### config.mk
export PLATFORM = sky130hd
export DESIGN_NAME = pip_ctrl
export DESIGN_NICKNAME = d
export VERILOG_FILES = /design/src/hdl/pip_pkg.sv /design/src/hdl/pip_ctrl.sv
export SDC_FILE = /design/constraint.sdc
export NUM_CORES = 1
export LEC_CHECK = 0
export ABC_CLOCK_PERIOD_IN_PS = 2400
export BUFFER_PORTS_ARGS = -buffer_cell sky130_fd_sc_hd__buf_2
export CORE_ASPECT_RATIO = 0.6
export CORE_MARGIN = 3
export CORE_UTILIZATION = 51
export DETAILED_ROUTE_END_ITERATION = 12
export HOLD_SLACK_MARGIN = 0.08
export PLACE_DENSITY = 0.79
export SLEW_MARGIN = 0
export SYNTH_ARGS = -nofsm -noshare
export SYNTH_HDL_FRONTEND = slang
export SYNTH_SLANG_ARGS = --single-unit
### constraint.sdc
create_clock -name clk_i -period 2.4 [get_ports clk_i]
set_input_delay 0.24 -clock clk_i [delete_from_list [all_inputs] [get_ports clk_i]]
set_output_delay 0.24 -clock clk_i [all_outputs]
set_load 0.02 [all_outputs]
### src/hdl/pip_pkg.sv
package pip_pkg;

  // Fixed field widths of the item and the configuration register.
  localparam int unsigned IDX_W = 6;
  localparam int unsigned CFG_W = 7;

  // Smallest polygon that the count register is clamped to.
  localparam int unsigned MIN_VERTICES = 3;

  // Operation codes carried by an input item.
  localparam logic OP_LOAD  = 1'b0;
  localparam logic OP_QUERY = 1'b1;

  // Commands from the controller to the datapath.
  typedef struct packed {
    logic vtx_wr;   // write the item's point into the vertex store
    logic start;    // capture the query point and clear the flag
    logic rd_en;    // read one vertex from the store
    logic edge_ok;  // the vertex read closes an edge with the previous one
    logic last;     // the vertex read is the final one of the walk
  } dp_cmd_t;

  // Status from the datapath back to the controller.
  typedef struct packed {
    logic done;     // the final edge has left the pipeline
    logic in_poly;  // running even-odd flag
  } dp_status_t;

endpackage

### src/hdl/pip_ctrl.sv
module pip_ctrl #(
  parameter int unsigned MAX_VERTICES = 64,
  parameter int unsigned AW           = 6,
  parameter int unsigned NW           = 7
) (
  input  logic                        clk_i,
  input  logic                        rst_ni,
  input  logic                        in_valid_i,
  output logic                        in_stall_o,
  input  logic                        op_i,
  input  logic [pip_pkg::IDX_W-1:0]   vertex_index_i,
  input  logic                        cfg_we_i,
  input  logic [pip_pkg::CFG_W-1:0]   cfg_wdata_i,
  output logic                        out_valid_o,
  input  logic                        out_stall_i,
  output logic                        inside_res_o,
  output pip_pkg::dp_cmd_t            cmd_o,
  output logic [AW-1:0]               rd_addr_o,
  output logic [AW-1:0]               wr_addr_o,
  input  pip_pkg::dp_status_t         status_i
);
  import pip_pkg::*;

  typedef enum logic [1:0] {
    S_IDLE,
    S_RUN,
    S_DRAIN,
    S_HOLD
  } state_e;

  state_e        state_q;
  logic [NW-1:0] n_q, n_d;
  logic [NW-1:0] cnt_q;
  logic [NW-1:0] n_m1, addr_full;
  logic          out_valid_q, out_inside_q;
  logic          accept, idx_ok, out_free;
  logic [31:0]   cfg_wide;
  logic [15:0]   idx_wide;

  // Clamp the written count into the supported range.
  always_comb begin
    cfg_wide = 32'(cfg_wdata_i);
    if (cfg_wide < MIN_VERTICES) begin
      n_d = NW'(MIN_VERTICES);
    end else if (cfg_wide > MAX_VERTICES) begin
      n_d = NW'(MAX_VERTICES);
    end else begin
      n_d = NW'(cfg_wide);
    end
  end

  // Items are taken only between queries.
  assign in_stall_o = (state_q != S_IDLE);
  assign accept     = in_valid_i & ~in_stall_o;
  assign idx_wide   = 16'(vertex_index_i);
  assign idx_ok     = (32'(vertex_index_i) < MAX_VERTICES);
  assign wr_addr_o  = idx_wide[AW-1:0];

  // The walk reads vertex n-1 first, then 0 through n-1.
  assign n_m1      = n_q - NW'(1);
  assign addr_full = (cnt_q == '0) ? n_m1 : (cnt_q - NW'(1));
  assign rd_addr_o = addr_full[AW-1:0];

  always_comb begin
    cmd_o.vtx_wr  = accept & (op_i == OP_LOAD) & idx_ok;
    cmd_o.start   = accept & (op_i == OP_QUERY);
    cmd_o.rd_en   = (state_q == S_RUN);
    cmd_o.edge_ok = (state_q == S_RUN) & (cnt_q != '0);
    cmd_o.last    = (state_q == S_RUN) & (cnt_q == n_q);
  end

  assign out_free = ~out_valid_q | ~out_stall_i;

  // Sequencer, count register and output register.
  always_ff @(posedge clk_i or negedge rst_ni) begin
    if (!rst_ni) begin
      state_q      <= S_IDLE;
      n_q          <= NW'(MIN_VERTICES);
      cnt_q        <= '0;
      out_valid_q  <= 1'b0;
      out_inside_q <= 1'b0;
    end else begin
      if (cfg_we_i) begin
        n_q <= n_d;
      end
      if (out_valid_q && !out_stall_i) begin
        out_valid_q <= 1'b0;
      end
      unique case (state_q)
        S_IDLE: begin
          cnt_q <= '0;
          if (cmd_o.start) begin
            state_q <= S_RUN;
          end
        end
        S_RUN: begin
          cnt_q <= cnt_q + NW'(1);
          if (cnt_q == n_q) begin
            state_q <= S_DRAIN;
          end
        end
        S_DRAIN: begin
          if (status_i.done) begin
            state_q <= S_HOLD;
          end
        end
        S_HOLD: begin
          if (out_free) begin
            out_valid_q  <= 1'b1;
            out_inside_q <= status_i.in_poly;
            state_q      <= S_IDLE;
          end
        end
        default: state_q <= S_IDLE;
      endcase
    end
  end

  assign out_valid_o  = out_valid_q;
  assign inside_res_o = out_inside_q;

endmodule

==> impl_metrics.ini <==
[critical_path]
path_cells = inv_2 > ha_4 > or4b_4 > nor2_4 > nor2_2 > a21oi_2 > ha_4 > and2_4 > a21oi_2 > a32oi_2 > buf_4
crit_start = cnt_q[0]
worst_ep_required_time_ns = 2.16
path_class = reg -> out
worstSetupEndpoint = rd_addr_o[4]
critPathLaunchType = register
r2r-end = state_q[1]
arrival_ns = 2.61
crit_path_end_kind = output port
reg2reg_depth = 5
worstPathMaxFanout = 5
critical-path-max-stage-delay_ns = 0.48
reg2reg_slack_ns = 0.37
slowest_stage = or4b_4
r2r_start = state_q[0]

[yosys]
synthesis.area_um2 = 1350
synth_fp_nets = 184
synthTopCellsByCount = nor2_1, dfrtp_1, inv_1
yosys.area.top_type_share = 0.297
synth-seq-area-share = 0.336
synth_cells = 155
yosys_register_bits = 18
synth_most_common_cell = nor2_1
synthTopCellsByArea = dfrtp_1, ha_1, xnor2_1, nor2_1, buf_4
yosys_warnings = 0
synth.distinct_cells = 38
syn_area_per_cell_um2 = 8.69
async_flop_share = 1.00
synth_top_flop_cell = dfrtp_1
yosys.area.top_type = dfrtp_1
synth_edf_count = 0

[sta]
relSlewSlack = 0.656
finalHoldViolCount = 0
finClkSkew_ns = 0.00358
rsz0062_at_grt = true
fin_crit_ns = 2.85
fin_crit_sh = 1.19
tns_ns = -1.99
worst_pin_slew_ns = 0.511
fmax_ghz = 0.351
final_max_slew_viol_count = 0
setup_slack_ns = -0.448
setup_viol = 6

[layout]
fillers = 141
syn2layout_area_growth_pct = 35.8
nets = 233
n_antenna_cell = 0
final_cell_area_um2 = 1830
layout-drive-gt1-share = 0.424
fin_cells = 233

[place]
preCtsSetupSlack_ns = -0.140
io_buffer_count = 28
place_congestion = 0.865
dpl.hpwl_mm = 2.77
placed_area_um2 = 1560
dp.cells = 216

[worst_hold_path]
hold_class = in -> reg
hp-start = status_i[0]

[cts]
cts-buffers-inserted = 3
clk_latency_ns = 0.26
cts.sinks = 18
cts.path.max_buffers = 2
root_buffer = clkbuf_8
cts_tree = done
path_clk_slew_ns = 0.07
cts.htree.levels = 1

[die]
rows = 13
die_h_um = 45.8
pin_count = 41
die_area_um2 = 3310
start_util = 0.579
die-width_um = 72.3
core_area_um2 = 2330

[routing]
drt_wl_total_mm = 4.44
first_pass_iters = 4
vias = 1408
routedWlPerCell_um = 19.1
via_per_inst = 6.04
route.detailed.drc = 0
drtIter0Drc = 192
ant_nets = 0

[global_routing]
overflow = 0
antenna_found_initial = 0
grt_pass1_vias = 1335
track_usage = 0.258
grt_start_max_net_pins = 19
grt_pass1_wl_mm = 6.31

[pwr]
leakagePower_nw = 0.858
power.density_nw_per_um2 = 1440
ir_worst_vdd_mv = 1.29
total_power_w = 0.00263

[status]
violations = setup timing
status = complete, but fails checks

[run]
max-cap-violations = 0
==> logic make-up (layout without fill, tap and decap cells) <==
group | after synthesis | count (layout) | share of synthesized area
compound gates | 28 | 28 | 0.135
simple gates | 58 | 58 | 0.237
xor+xnor | 10 | 10 | 0.0651
flops | 18 | 18 | 0.336
fa+ha+maj | 8 | 8 | 0.0744
mux | 6 | 6 | 0.0483
buf+inv | 27 | 75 | 0.104
==> worst min path at each step <==
| stage | cells after the start | slack, ns | endpoint |
|---|---|---|---|
| 6_report | 2 | 0.21 | inside_res_o |
| 5_1_grt | 2 | 0.23 | inside_res_o |
| 4_1_cts | 3 | 0.21 | out_valid_o |
| 3_5_place_dp | 1 | 0.20 | n_q[5] |
| 3_3_place_gp | 1 | 0.20 | n_q[5] |
| 2_1_floorplan | 0 | -0.06 | cnt_q[0] |
==> worst max-delay path, delay by kind of cell (launching register included) <==
family	cells	cell delay [ns]
and+or+nand+nor	4	0.92
AOI/OAI and AO/OA	3	0.44
DFF	1	0.41
adders and majority gates	2	0.30
buffers and inverters	2	0.27
==> placed cells by master, fill, tap and decap left out, drive strengths merged, types with 2 or more instances in the layout <==
cell type / count
nand3: 7
mux2i: 2
nand3b: 4
o21ai: 9
nand2: 12
o31ai: 2
clkbuf: 4
xor2: 2
o211ai: 3
inv: 15
or4b: 3
nor3: 3
xnor2: 8
mux2: 4
ha: 8
dfrtp: 16
nand4: 2
and3: 2
nor2: 18
buf: 55
dfstp: 2
a21oi: 10
==> registers in the layout, indices dropped and copies added, names as in the netlist <==
register      cells
cnt_q             7
state_q           2
n_q               7
out_valid_o       1
inside_res_o      1
==> layer usage <==
metal,wire length (µm),global-route usage,vias to the layer above
met5,0,0,-
met4,119,0.0861,0
met3,469,0.0595,21
met2,2110,0.430,94
met1,1740,0.336,665
li1,-,-,628
==> final cells by class <==
| class | count | area, µm² | share of cell area |
|---|---|---|---|
| Timing Repair Buffer | 56 | 398 | 0.218 |
| Clock buffer | 4 | 55.1 | 0.0301 |
| Multi-Input combinational cell | 110 | 828 | 0.453 |
| Inverter | 15 | 56.3 | 0.0308 |
| Tap cell | 30 | 37.5 | 0.0205 |
| Sequential cell | 18 | 453 | 0.248 |
==> report_power, final <==
group / total, W / internal [W] / switching, W
registers: 0.000445 / 0.000375 / 0.0000700
logic: 0.00193 / 0.000923 / 0.00100
clock network: 0.000261 / 0.000146 / 0.000115
total: 0.00263 / 0.00144 / 0.00119
==> stage by stage <==
| stage | hold WS, ns | util |
|---|---|---|
| floorplan | -0.0556 | - |
| global placement | 0.195 | 0.672 |
| detailed placement | 0.202 | 0.672 |
| CTS | 0.215 | 0.742 |
| global route | 0.231 | 0.786 |
| finish | 0.209 | 0.786 |
==> repair_timing <==
item / 4_1_cts / 5_1_grt
endpoints found under the hold margin: 16 / 0
pin swaps: 6 / 7
resized for setup: 11 / 19
endpoints found under the setup margin: 5 / 7
hold buffers: 1 / 0
buffers inserted: 8 / 4
No activity file was read; power rests on OpenSTA's default activity.
